==> src/rtl/dvfe_pkg.sv <==
// ----------------------------------------------------------------------------
// dvfe_pkg
// Shared types and constants of the delta varint frame encoder.
// ----------------------------------------------------------------------------
`default_nettype none

package dvfe_pkg;

	// configuration register indexes
	localparam logic [7:0] REG_DELTA_ORDER   = 8'd0;
	localparam logic [7:0] REG_FRAME_LENGTH  = 8'd1;
	localparam logic [7:0] REG_TYPE_BYTE     = 8'd2;
	localparam logic [7:0] REG_UNSIGNED_MODE = 8'd3;

	localparam logic [1:0] ORDER_DOD = 2'd2;

	// command queue between front and back
	localparam int QDEPTH = 4;
	localparam int QAW    = $clog2(QDEPTH);

	// bytes per command kind
	localparam logic [3:0] LEN_ERR = 4'd1;
	localparam logic [3:0] LEN_HDR = 4'd12;
	localparam logic [3:0] LEN_RAW = 4'd4;

	typedef enum logic [1:0] {
		KIND_ERR,
		KIND_HDR,
		KIND_RAW,
		KIND_VAR
	} kind_t;

	typedef struct packed {
		kind_t       kind;
		logic [31:0] value;   // sample, raw delta or zigzag code
		logic [3:0]  len;     // bytes to send
		logic        eof;
	} cmd_t;

	typedef struct packed {
		logic [1:0]  delta_order;
		logic [15:0] frame_length;
		logic [7:0]  type_byte;
		logic        unsigned_mode;
	} cfg_t;

endpackage

`default_nettype wire

==> src/rtl/dvfe_front.sv <==
// ----------------------------------------------------------------------------
// dvfe_front
// Config registers, sample acceptance, frame position and delta computation.
// ----------------------------------------------------------------------------
`default_nettype none

module dvfe_front (
	input  wire logic           clk,
	input  wire logic           arst_n,
	input  wire logic           cfg_valid,
	output logic                cfg_ready,
	input  wire logic [7:0]     cfg_index,
	input  wire logic [15:0]    cfg_data,
	input  wire logic           s_axis_tvalid,
	output logic                s_axis_tready,
	input  wire logic [31:0]    s_axis_tdata,
	output dvfe_pkg::cfg_t      cfg,
	output logic                push_valid,
	input  wire logic           push_ready,
	output dvfe_pkg::cmd_t      push_cmd
);
	import dvfe_pkg::*;

	cfg_t        cfg_q;
	logic [15:0] idx_q;
	logic [31:0] prev_q;
	logic [31:0] pd_q;

	logic        v_s1;
	kind_t       kind_s1;
	logic [31:0] samp_s1;
	logic [31:0] prev_s1;
	logic        eof_s1;
	logic        dd_s1;

	logic        accept;
	logic        err;
	logic [16:0] nxt;
	logic [16:0] limit;
	logic        hit;
	kind_t       kind_in;

	logic [31:0] d;
	logic [31:0] dd;
	logic [31:0] vin;
	logic [31:0] z;
	logic [3:0]  vlen;

	assign cfg_ready     = 1'b1;
	assign cfg           = cfg_q;
	assign s_axis_tready = !v_s1 || push_ready;
	assign accept        = s_axis_tvalid && s_axis_tready;

	always_comb begin
		err   = cfg_q.unsigned_mode && s_axis_tdata[31];
		nxt   = {1'b0, idx_q} + 17'd1;
		limit = (cfg_q.frame_length == 16'd0) ? 17'h10000 : {1'b0, cfg_q.frame_length};
		hit   = nxt >= limit;
		if (err) begin
			kind_in = KIND_ERR;
		end else if (idx_q == 16'd0) begin
			kind_in = KIND_HDR;
		end else if (cfg_q.delta_order == ORDER_DOD && idx_q == 16'd1) begin
			kind_in = KIND_RAW;
		end else begin
			kind_in = KIND_VAR;
		end
	end

	// second half: deltas and zigzag code
	always_comb begin
		d   = samp_s1 - prev_s1;
		dd  = d - pd_q;
		vin = dd_s1 ? dd : d;
		z   = {vin[30:0], 1'b0} ^ {32{vin[31]}};
		if (z[31:28] != 4'd0) begin
			vlen = 4'd5;
		end else if (z[27:21] != 7'd0) begin
			vlen = 4'd4;
		end else if (z[20:14] != 7'd0) begin
			vlen = 4'd3;
		end else if (z[13:7] != 7'd0) begin
			vlen = 4'd2;
		end else begin
			vlen = 4'd1;
		end
		push_cmd.kind = kind_s1;
		push_cmd.eof  = eof_s1;
		unique case (kind_s1)
			KIND_ERR: begin
				push_cmd.value = 32'd0;
				push_cmd.len   = LEN_ERR;
			end
			KIND_HDR: begin
				push_cmd.value = samp_s1;
				push_cmd.len   = LEN_HDR;
			end
			KIND_RAW: begin
				push_cmd.value = d;
				push_cmd.len   = LEN_RAW;
			end
			default: begin
				push_cmd.value = z;
				push_cmd.len   = vlen;
			end
		endcase
	end

	assign push_valid = v_s1;

	always_ff @(posedge clk or negedge arst_n) begin
		if (!arst_n) begin
			cfg_q.delta_order   <= 2'd1;
			cfg_q.frame_length  <= 16'd1;
			cfg_q.type_byte     <= 8'd0;
			cfg_q.unsigned_mode <= 1'b0;
			idx_q               <= 16'd0;
			prev_q              <= 32'd0;
			pd_q                <= 32'd0;
			v_s1                <= 1'b0;
		end else begin
			if (cfg_valid) begin
				unique case (cfg_index)
					REG_DELTA_ORDER:   cfg_q.delta_order   <= cfg_data[1:0];
					REG_FRAME_LENGTH:  cfg_q.frame_length  <= cfg_data;
					REG_TYPE_BYTE:     cfg_q.type_byte     <= cfg_data[7:0];
					REG_UNSIGNED_MODE: cfg_q.unsigned_mode <= cfg_data[0];
					default: ;
				endcase
			end
			if (accept) begin
				if (err) begin
					idx_q <= 16'd0;
				end else begin
					idx_q  <= hit ? 16'd0 : nxt[15:0];
					prev_q <= s_axis_tdata;
				end
				v_s1 <= 1'b1;
			end else if (push_ready) begin
				v_s1 <= 1'b0;
			end
			if (v_s1 && push_ready) begin
				if (kind_s1 == KIND_HDR) begin
					pd_q <= 32'd0;
				end else if (kind_s1 != KIND_ERR) begin
					pd_q <= d;
				end
			end
		end
	end

	// stage payload
	always_ff @(posedge clk) begin
		if (accept) begin
			kind_s1 <= kind_in;
			samp_s1 <= s_axis_tdata;
			prev_s1 <= prev_q;
			eof_s1  <= !err && hit;
			dd_s1   <= cfg_q.delta_order == ORDER_DOD;
		end
	end

endmodule

`default_nettype wire

==> src/rtl/dvfe_queue.sv <==
// ----------------------------------------------------------------------------
// dvfe_queue
// Small command FIFO between the front and the byte serializer.
// ----------------------------------------------------------------------------
`default_nettype none

module dvfe_queue (
	input  wire logic           clk,
	input  wire logic           arst_n,
	input  wire logic           push_valid,
	output logic                push_ready,
	input  wire dvfe_pkg::cmd_t push_cmd,
	output logic                pop_valid,
	input  wire logic           pop_ready,
	output dvfe_pkg::cmd_t      pop_cmd
);
	import dvfe_pkg::*;

	cmd_t           mem [QDEPTH];
	logic [QAW-1:0] wr_q;
	logic [QAW-1:0] rd_q;
	logic [QAW:0]   cnt_q;
	logic           push;
	logic           pop;

	assign push_ready = cnt_q != QDEPTH[QAW:0];
	assign pop_valid  = cnt_q != '0;
	assign push       = push_valid && push_ready;
	assign pop        = pop_valid && pop_ready;
	assign pop_cmd    = mem[rd_q];

	always_ff @(posedge clk) begin
		if (push) begin
			mem[wr_q] <= push_cmd;
		end
	end

	always_ff @(posedge clk or negedge arst_n) begin
		if (!arst_n) begin
			wr_q  <= '0;
			rd_q  <= '0;
			cnt_q <= '0;
		end else begin
			if (push) begin
				wr_q <= wr_q + 1'b1;
			end
			if (pop) begin
				rd_q <= rd_q + 1'b1;
			end
			if (push && !pop) begin
				cnt_q <= cnt_q + 1'b1;
			end else if (pop && !push) begin
				cnt_q <= cnt_q - 1'b1;
			end
		end
	end

	a_cnt_bound: assert property (@(posedge clk) disable iff (!arst_n)
		cnt_q <= QDEPTH[QAW:0])
		else $error("queue count beyond depth");

	a_ptr_gap: assert property (@(posedge clk) disable iff (!arst_n)
		(cnt_q == '0 || cnt_q == QDEPTH[QAW:0]) |-> wr_q == rd_q)
		else $error("queue pointers out of step with count");

	a_cnt_step: assert property (@(posedge clk) disable iff (!arst_n)
		(push && !pop) |=> cnt_q == $past(cnt_q) + 1'b1)
		else $error("queue count missed a push");

endmodule

`default_nettype wire

==> src/rtl/dvfe_back.sv <==
// ----------------------------------------------------------------------------
// dvfe_back
// Byte serializer: turns one command into its header, raw, varint or error bytes.
// ----------------------------------------------------------------------------
`default_nettype none

module dvfe_back (
	input  wire logic           clk,
	input  wire logic           arst_n,
	input  wire dvfe_pkg::cfg_t cfg,
	input  wire logic           pop_valid,
	output logic                pop_ready,
	input  wire dvfe_pkg::cmd_t pop_cmd,
	output logic                m_axis_tvalid,
	input  wire logic           m_axis_tready,
	output logic [7:0]          m_axis_tdata,
	output logic                m_axis_tlast,
	output logic [1:0]          m_axis_tuser
);
	import dvfe_pkg::*;

	cmd_t       cmd_q;
	logic [3:0] cnt_q;
	logic       busy_q;
	logic       slot_free;
	logic       issue;
	logic       is_last;
	logic       load;
	logic [7:0] vbyte;
	logic [7:0] rbyte;
	logic [7:0] obyte;

	assign slot_free = !m_axis_tvalid || m_axis_tready;
	assign issue     = busy_q && slot_free;
	assign is_last   = cnt_q == cmd_q.len - 4'd1;
	assign pop_ready = !busy_q || (issue && is_last);
	assign load      = pop_valid && pop_ready;

	always_comb begin
		case (cnt_q[1:0])
			2'd0:    rbyte = cmd_q.value[7:0];
			2'd1:    rbyte = cmd_q.value[15:8];
			2'd2:    rbyte = cmd_q.value[23:16];
			default: rbyte = cmd_q.value[31:24];
		endcase
		// seven payload bits per byte, continuation flag on top
		case (cnt_q[2:0])
			3'd0:    vbyte = {!is_last, cmd_q.value[6:0]};
			3'd1:    vbyte = {!is_last, cmd_q.value[13:7]};
			3'd2:    vbyte = {!is_last, cmd_q.value[20:14]};
			3'd3:    vbyte = {!is_last, cmd_q.value[27:21]};
			default: vbyte = {4'd0, cmd_q.value[31:28]};
		endcase
		unique case (cmd_q.kind)
			KIND_ERR: obyte = 8'd0;
			KIND_HDR: begin
				case (cnt_q)
					4'd0:    obyte = cfg.type_byte;
					4'd1:    obyte = {6'd0, cfg.delta_order};
					4'd2:    obyte = cfg.frame_length[7:0];
					4'd3:    obyte = cfg.frame_length[15:8];
					4'd8, 4'd9, 4'd10, 4'd11: obyte = rbyte;
					default: obyte = 8'd0;
				endcase
			end
			KIND_RAW: obyte = rbyte;
			default:  obyte = vbyte;
		endcase
	end

	always_ff @(posedge clk or negedge arst_n) begin
		if (!arst_n) begin
			busy_q        <= 1'b0;
			m_axis_tvalid <= 1'b0;
		end else begin
			if (load) begin
				busy_q <= 1'b1;
			end else if (issue && is_last) begin
				busy_q <= 1'b0;
			end
			if (issue) begin
				m_axis_tvalid <= 1'b1;
			end else if (m_axis_tready) begin
				m_axis_tvalid <= 1'b0;
			end
		end
	end

	always_ff @(posedge clk) begin
		if (load) begin
			cmd_q <= pop_cmd;
			cnt_q <= 4'd0;
		end else if (issue) begin
			cnt_q <= cnt_q + 4'd1;
		end
		if (issue) begin
			m_axis_tdata    <= obyte;
			m_axis_tlast    <= is_last;
			m_axis_tuser[0] <= is_last && cmd_q.eof;
			m_axis_tuser[1] <= cmd_q.kind == KIND_ERR;
		end
	end

	a_cnt_in_cmd: assert property (@(posedge clk) disable iff (!arst_n)
		busy_q |-> cnt_q < cmd_q.len)
		else $error("byte counter ran past command length");

	a_eof_last: assert property (@(posedge clk) disable iff (!arst_n)
		(m_axis_tvalid && m_axis_tuser[0]) |-> m_axis_tlast)
		else $error("end of frame away from last byte of sample");

	a_err_single: assert property (@(posedge clk) disable iff (!arst_n)
		(m_axis_tvalid && m_axis_tuser[1]) |-> (m_axis_tlast && !m_axis_tuser[0]))
		else $error("error word malformed");

	a_load_idle: assert property (@(posedge clk) disable iff (!arst_n)
		(busy_q && !issue) |=> $stable(cnt_q))
		else $error("byte counter moved without a byte");

endmodule

`default_nettype wire

==> src/rtl/delta_varint_frame_encoder.sv <==
// ----------------------------------------------------------------------------
// delta_varint_frame_encoder
// Frames 32-bit samples into header + raw sample, then delta or
// delta-of-delta zigzag varints, one byte per output word.
// ----------------------------------------------------------------------------
//
//  channel   dir  handshake              payload
//  --------  ---  ---------------------  ------------------------------------
//  cfg       in   cfg_valid/cfg_ready    cfg_index register, cfg_data value
//  s_axis    in   tvalid/tready          tdata = sample_value[31:0]
//  m_axis    out  tvalid/tready          tdata = out_byte, tlast = last_of_run,
//                                        tuser = {range_error, end_of_frame}
//
//  Each sample produces 1 to 12 bytes: 12 for a frame start, 4 for the raw
//  first delta in order 2, 1 to 5 for a varint, 1 for a range error. The
//  output side moves one byte per cycle while the sink is ready; a four-deep
//  command queue lets samples be taken while the serializer is still busy.
//  Each sample passes the front stage, a queue slot and the command register.
//  Reset clears the frame position, both delta histories and the registers
//  (order 1, length 1, type 0, signed). Either side may stall at any time.
//  cfg_ready is always high; writes belong only to idle periods.
//
`default_nettype none

module delta_varint_frame_encoder (
	input  wire logic        clk,
	input  wire logic        arst_n,
	input  wire logic        cfg_valid,
	output logic             cfg_ready,
	input  wire logic [7:0]  cfg_index,
	input  wire logic [15:0] cfg_data,
	input  wire logic        s_axis_tvalid,
	output logic             s_axis_tready,
	input  wire logic [31:0] s_axis_tdata,   // [31:0] sample_value
	output logic             m_axis_tvalid,
	input  wire logic        m_axis_tready,
	output logic [7:0]       m_axis_tdata,   // [7:0] out_byte
	output logic             m_axis_tlast,   // last_of_run
	output logic [1:0]       m_axis_tuser    // [0] end_of_frame, [1] range_error
);
	import dvfe_pkg::*;

	cfg_t cfg;
	logic push_valid;
	logic push_ready;
	cmd_t push_cmd;
	logic pop_valid;
	logic pop_ready;
	cmd_t pop_cmd;

	// front: registers, frame tracking, deltas
	dvfe_front u_front (
		.clk           (clk),
		.arst_n        (arst_n),
		.cfg_valid     (cfg_valid),
		.cfg_ready     (cfg_ready),
		.cfg_index     (cfg_index),
		.cfg_data      (cfg_data),
		.s_axis_tvalid (s_axis_tvalid),
		.s_axis_tready (s_axis_tready),
		.s_axis_tdata  (s_axis_tdata),
		.cfg           (cfg),
		.push_valid    (push_valid),
		.push_ready    (push_ready),
		.push_cmd      (push_cmd)
	);

	// decoupling queue
	dvfe_queue u_queue (
		.clk        (clk),
		.arst_n     (arst_n),
		.push_valid (push_valid),
		.push_ready (push_ready),
		.push_cmd   (push_cmd),
		.pop_valid  (pop_valid),
		.pop_ready  (pop_ready),
		.pop_cmd    (pop_cmd)
	);

	// back: byte serializer with output register
	dvfe_back u_back (
		.clk           (clk),
		.arst_n        (arst_n),
		.cfg           (cfg),
		.pop_valid     (pop_valid),
		.pop_ready     (pop_ready),
		.pop_cmd       (pop_cmd),
		.m_axis_tvalid (m_axis_tvalid),
		.m_axis_tready (m_axis_tready),
		.m_axis_tdata  (m_axis_tdata),
		.m_axis_tlast  (m_axis_tlast),
		.m_axis_tuser  (m_axis_tuser)
	);

endmodule

`default_nettype wire

==> config.mk <==
export PLATFORM = sky130hd
export DESIGN_NAME = delta_varint_frame_encoder
export DESIGN_NICKNAME = d
export VERILOG_FILES = /design/src/rtl/dvfe_pkg.sv /design/src/rtl/dvfe_front.sv /design/src/rtl/dvfe_queue.sv /design/src/rtl/dvfe_back.sv /design/src/rtl/delta_varint_frame_encoder.sv
export SDC_FILE = /design/constraint.sdc
export NUM_CORES = 1
export LEC_CHECK = 0
export ABC_CLOCK_PERIOD_IN_PS = 10000
export BUFFER_PORTS_ARGS = -buffer_cell sky130_fd_sc_hd__buf_2
export CAP_MARGIN = 30
export CORE_MARGIN = 8
export CORE_UTILIZATION = 28
export CTS_CLUSTER_DIAMETER = 200
export CTS_CLUSTER_SIZE = 16
export DETAILED_ROUTE_END_ITERATION = 12
export GPL_ROUTABILITY_DRIVEN = 1
export HOLD_SLACK_MARGIN = 0.08
export PLACE_DENSITY = 0.44
export SYNTH_ARGS = -nofsm -noshare
export SYNTH_HDL_FRONTEND = slang
export SYNTH_SLANG_ARGS = --single-unit
==> constraint.sdc <==
create_clock -name clk -period 10 [get_ports clk]
set_input_delay 2 -clock clk [delete_from_list [all_inputs] [get_ports clk]]
set_output_delay 2 -clock clk [all_outputs]
set_load 0.05 [all_outputs]
# Yosys cells after proc, flatten, opt, wreduce, memory -nomap -nowiden
# Memory sizes are Yosys's and may differ from the RTL's. A register that Yosys moved wholly into a read port is not among the register bits.
# Index checks and enable logic that the tools add are counted.
classes:
  add_sub_neg: 9
  mul: 0
  div: 0
  n_lt_le_gt_ge: 1
  n_eq_ne: 23
  shift: 0
  mux: 27
  bitwise: 2
  reduce_logical: 48
ops:
  columns: ["cell", "n"]
  rows:
  - ["case mux 36 bit (3 select lines)", 1]
  - ["2-to-1 mux 32 bit", 3]
  - ["subtractor 32 bit", 2]
  - ["case mux 8 bit (3 select lines)", 2]
  - ["case mux 8 bit (5 select lines)", 1]
  - ["zero test 16 bit", 2]
  - ["2-to-1 mux 16 bit", 2]
  - ["case mux 8 bit (4 select lines)", 1]
  - ["bitwise XOR 32 bit", 1]
  - ["nonzero test 7 bit", 3]
  - ["adder 16 x 1 -> 17 bit, second input constant", 1]
  - ["greater-or-equal comparator 17 bit", 1]
  - ["2-to-1 mux 17 bit", 1]
  - ["equality test 16 x 1 -> 1 bit, second input constant", 1]
  - ["equality test 4 bit, second input constant", 4]
  - ["equality test 8 x 2 -> 1 bit, second input constant", 2]
  - ["2-to-1 mux 4 bit", 3]
  - ["AND reduction 2 bit", 6]
  - ["nonzero test 2 bit", 6]
  - ["logical AND 1 bit", 11]
  - ["2-to-1 mux 1 bit", 10]
  - ["equality test 2 bit, second input constant", 4]
  - ["equality test 4 x 2 -> 1 bit, second input constant", 2]
  - ["equality test 8 x 1 -> 1 bit, second input constant", 1]
  - ["24 further kinds", 39]
totals:
  regBits: 200
  latch_bits: 0
  mem_bits_rw: 156
  romBits: 0
  in_bits: 61
  output_inout_bits: 14
  elab_cells: 134
  mem_count: 1
memory_table:
  columns: ["name", "words", "word_bits", "rd", "rd_ports_with_merged_regs", "wr", "line", "rtl"]
  rows:
  - ["u_queue.mem", 4, 39, 1, 1, 1, "dvfe_queue.sv:19", "cmd_t mem [QDEPTH];"]

# Longest topological paths before layout
logic_depth:
  ltp_word: 10
  mapped_depth: 23
  ltp_nobuf: 21

# Modules after synthesis
# A second synthesis with hierarchy kept.
unflattened:
  hier_cells: 1731
  hier_area_um2: 21280.4
modules_own_cells:
  columns: ["mod", "instances", "cells_per_inst", "area_each_um2"]
  rows:
  - ["dvfe_front", 1, 1284, 12523.3]
  - ["dvfe_queue", 1, 239, 6084.6]
  - ["dvfe_back", 1, 208, 2672.6]

# Least setup slack after synthesis
# Ideal clock, no wire load.
synth_timing:
  kind: "register to register"
  start: "reg u_front.prev_s1[0]"
  end: "mem u_queue.mem[0][2] (netlist name) (data pin)"
  setup_time_ps: 185
  arrival_ps: 4814
  path_slack_ps: 5001
  stages_incl_launch_ff: 20
  n_path_buf: 1
  period_less_slack_ps: 4999
  path_cell_list: "edfxtp_1 -> ha_1 -> fa_1 -> nand2b_1 -> a21oi_2 -> o211ai_1 -> and4_4 -> o311a_1 -> or2_2 -> ha_1 -> clkbuf_1 -> nand4_1 -> or3_1 -> o21ba_2 -> mux2i_1 -> or4_4 -> nor4_4 -> and2b_1 -> o221ai_2 -> a211oi_2"
synth_rtl:
  columns: ["item", "line", "rtl"]
  rows:
  - ["start: declaration", "dvfe_front.sv:32", "logic [31:0] prev_s1;"]
  - ["start signal: assignment", "dvfe_front.sv:157", "prev_s1 <= prev_q;"]
  - ["end: declaration", "dvfe_queue.sv:19", null]

==> results.yml <==
outcome:
  status: "finished clean"
place:
  io_buffers: 73
  detailed_place.area_um2: 22500
  dp_hpwl_um: 42500
  pre_cts_ws_ns: 3.90
  routabilityCongestion: 0.866
drt:
  wl_um: 58600
  drt_first_iter_violations: 1013
  dr.pass1.iters: 5
  via_per_inst: 5.09
  drt-wirelength-per-cell_um: 20.5
  vias: 14600
  drc: 0
  ant_nets: 0
clock_tree:
  cts-root-buf: "clkbuf_16"
  numCtsBuffers: 28
  htree_levels: 1
  clkTransAtPathRegs_ns: 0.08
  clkLatencyLatePin_ns: 0.61
  cts_tree: "yes"
  ctsResizeCount: 0
  clock_path_buffers: 3
  post_cts_buffers: 0
  postCtsHoldBufs: 0
  cts.sinks: 395
sta:
  finalHoldViolCount: 0
  setup_viol_count_final: 0
  slew_violations: 0
  whs_ns: 0.436
  timing.fmax_ghz: 0.161
  setup_ws_ns: 3.79
  period_share_pct: 62.1
  rsz0062_at_grt: "false"
  worst_slew_pin_slew_ns: 0.902
  final.setup.tns_ns: 0
  skew_ns: 0.0180
  relSlewSlack_pct: 39.8
  layout_min_cycle_time_ns: 6.21
critical_path:
  cp_slowest_cell: "ha_1"
  cp.arrival_ns: 6.61
  criticalPathCategory: "reg2reg"
  start_kind: "flip-flop"
  cpPeakStageDelay_ns: 0.55
  crit_path_end_kind: "flip-flop"
  path_buf_inv: 1
  crit_required_ns: 10.40
  worst-r2r-cell-count: 20
  critPathTopFamily: "compound AO/OA/AOI/OAI gates"
  critical_path_cell_count: 20
  worstPathCellList: "ha_1 > nand2_1 > a2111oi_0 > o21ai_0 > and3_1 > o41ai_2 > xnor2_1 > ha_1 > a21oi_1 > o21ai_1 > nor2_1 > nand3_1 > a21oi_1 > or4_1 > nand4_1 > nor2b_4 > buf_4 > nor3b_1 > o221ai_2 > a211oi_2"
  path_max_fanout: 40
yosys:
  ys.flop_type: "edfxtp_1"
  avgSynthCellArea_um2: 11.5
  ys_types: 84
  syn_nets: 2001
  synth-seq-cells: 395
  synth_edf_count: 274
  synth_seq_area_share_pct: 53.2
  synthArstFlopShare_pct: 29.6
  netlist_instances: 1840
  syn_area_um2: 21100
  ys.warnings.count: 0
pwr:
  power_density_nw_per_um2: 345
  irDropWorstVdd_v: 0.000155
  p_switching_mw: 3.46
  p_clk_share_pct: 13.8
  seqPwrFrac_pct: 33.7
  p_comb_share_pct: 52.4
  p_leak_nw: 8.90
  p_int_mw: 4.60
  p_sw_share_pct: 42.9
global_route:
  grt_overflow: 0
  gr-usage-all-layers_pct: 13.4
  antenna_found_initial: 0
  grt_pass1_vias: 14800
  grt_pass1_wl_um: 90900
  grt_max_degree: 69
cells_and_area:
  layout-drive-gt1-share_pct: 12.7
  stdcell_area_um2: 23400
  area_growth_pct: 10.5
  n_antenna_cell: 0
  fin_nets: 2035
  final_util_pct: 31.3
die:
  pin_count: 75
  row_count: 100
  die_w_um: 291
  die_h_um: 291
  core-area_um2: 74600
  start_util_pct: 28.3
  fp.dieArea_um2: 84500
min_path:
  min_path_type: "reg2reg"
  hold_depth: 0
run:
  drv_cap: 0
-- sequential cells by signal, summed over array words and instances (netlist names) --
register,cells
u_back.busy_q,1
u_back.cmd_q,39
u_back.cnt_q,4
u_back.m_axis_tdata,8
u_back.m_axis_tlast,1
u_back.m_axis_tuser,2
u_back.m_axis_tvalid,1
u_front.cfg,27
u_front.dd_s1,1
u_front.eof_s1,1
u_front.idx_q,16
u_front.kind_s1,2
u_front.pd_q,32
u_front.prev_q,32
u_front.prev_s1,32
u_front.push_valid,1
u_front.samp_s1,32
u_queue.cnt_q,3
u_queue.mem,156
u_queue.rd_q,2
u_queue.wr_q,2
-- per-stage QoR --
stage	std cells	power [mW]
2_1_floorplan	1840	5.79
3_3_place_gp	2812	6.93
3_5_place_dp	2813	6.98
4_1_cts	2863	8.13
5_1_grt	2863	8.66
6_report	2863	8.06
-- area by class of cell --
type / count / area [um2]
repair buffers: 94 / 529
clock buffers: 48 / 776
flip-flops and latches: 395 / 11200
fillers: 7647 / 51200
well taps: 969 / 1210
inverters: 120 / 450
clock inverters: 2 / 37.5
multi-input cells: 1235 / 9110
-- path summary, 6_finish.rpt --
kind / from / to / slack, ns
max: u_front.samp_s1[15] / u_queue.mem[2][2] / 3.79
min: u_front.prev_q[6] / u_front.prev_s1[6] / 0.44
max reg2reg: u_front.samp_s1[15] / u_queue.mem[2][2] / 3.79
min reg2reg: u_front.prev_q[6] / u_front.prev_s1[6] / 0.44
max in group asynchronous: arst_n / u_front.prev_q[25] / 7.25
min in group asynchronous: arst_n / u_front.idx_q[9] / 1.38
-- cell usage in the layout, fill, tap and decap left out, drive strengths merged, types with 24 or more instances in the layout --
cell / count
mux2: 37
nor2: 83
xor2: 42
xnor2: 63
dfrtp: 115
nand2: 204
edfxtp: 274
nand4: 33
nor3: 33
a21oi: 126
buf: 94
a22o: 32
inv: 120
a221oi: 44
o21ai: 82
mux4: 39
nand2b: 24
ha: 97
clkbuf: 48
-- Yosys cell counts, types with 6 or more instances --
master | number | area share [%]
edfxtp_1 | 274 | 39
a222oi_1 | 6 | 0.28
a31oi_1 | 16 | 0.47
nand3_1 | 19 | 0.45
buf_2 | 7 | 0.17
clkbuf_1 | 71 | 1.3
a211o_1 | 6 | 0.25
a21o_1 | 16 | 0.57
a211oi_1 | 17 | 0.60
a221oi_1 | 43 | 1.8
o21ai_0 | 76 | 1.8
a21oi_1 | 125 | 3.0
nor2b_1 | 7 | 0.21
mux4_2 | 39 | 4.2
xnor2_1 | 63 | 2.6
a32o_1 | 12 | 0.57
mux2i_1 | 17 | 0.81
a22o_1 | 32 | 1.3
xor2_1 | 42 | 1.7
nand2b_1 | 24 | 0.71
o211ai_1 | 16 | 0.57
and2_1 | 13 | 0.38
or3_1 | 10 | 0.30
o21ai_1 | 6 | 0.14
mux2_2 | 37 | 2.0
ha_1 | 97 | 5.7
nand4_1 | 32 | 0.95
o21a_1 | 11 | 0.39
nor3_1 | 32 | 0.76
inv_1 | 120 | 2.1
nor4_1 | 17 | 0.50
o221ai_1 | 7 | 0.29
or2_2 | 10 | 0.30
nand2_1 | 204 | 3.6
nor2_1 | 83 | 1.5
dfrtp_1 | 115 | 14
and3_1 | 9 | 0.27
o31ai_1 | 9 | 0.32
a22oi_1 | 8 | 0.28
buf_1 | 7 | 0.12
-- metal layers --
metal / GRT usage (%) / vias to the layer above / part of all wire (%)
met5: 0 / - / 0
met4: 2.98 / 0 / 2.3
met3: 1.60 / 67 / 3.3
met2: 22.0 / 304 / 46
met1: 19.0 / 7263 / 49
li1: - / 6948 / -
-- power by group through the flow --
stage	clock (mW)	combinational (mW)	sequential, mW
after floorplan	0	3.07	2.72
after global placement	0	4.19	2.74
after CTS	1.17	4.24	2.73
after global routing	1.22	4.67	2.77
final	1.11	4.23	2.72
after detailed placement	0	4.22	2.76
-- worst reg2reg max path, stage by stage, from the launching register on --
cell,delay (ns)
edfxtp_1,0.41
ha_1,0.55
nand2_1,0.14
a2111oi_0,0.39
o21ai_0,0.28
and3_1,0.29
o41ai_2,0.37
xnor2_1,0.27
ha_1,0.52
a21oi_1,0.14
o21ai_1,0.25
nor2_1,0.09
nand3_1,0.08
a21oi_1,0.05
or4_1,0.54
nand4_1,0.13
nor2b_4,0.14
buf_4,0.48
nor3b_1,0.36
o221ai_2,0.17
a211oi_2,0.34
-- kinds of logic (layout without fill, tap and decap cells) --
logic type,Yosys count,count (layout),synth area share (%)
buffers and inverters,210,264,3.86
flip-flops,395,395,53.2
XOR/XNOR,105,105,4.35
AND/OR/NAND/NOR,483,483,10.9
adder cells (fa/ha/maj),100,100,6.03
other,1,1,0.0177
AO/OA/AOI/OAI,453,453,14.7
multiplexers,93,93,6.93
No activity file was read; power rests on OpenSTA's default activity.
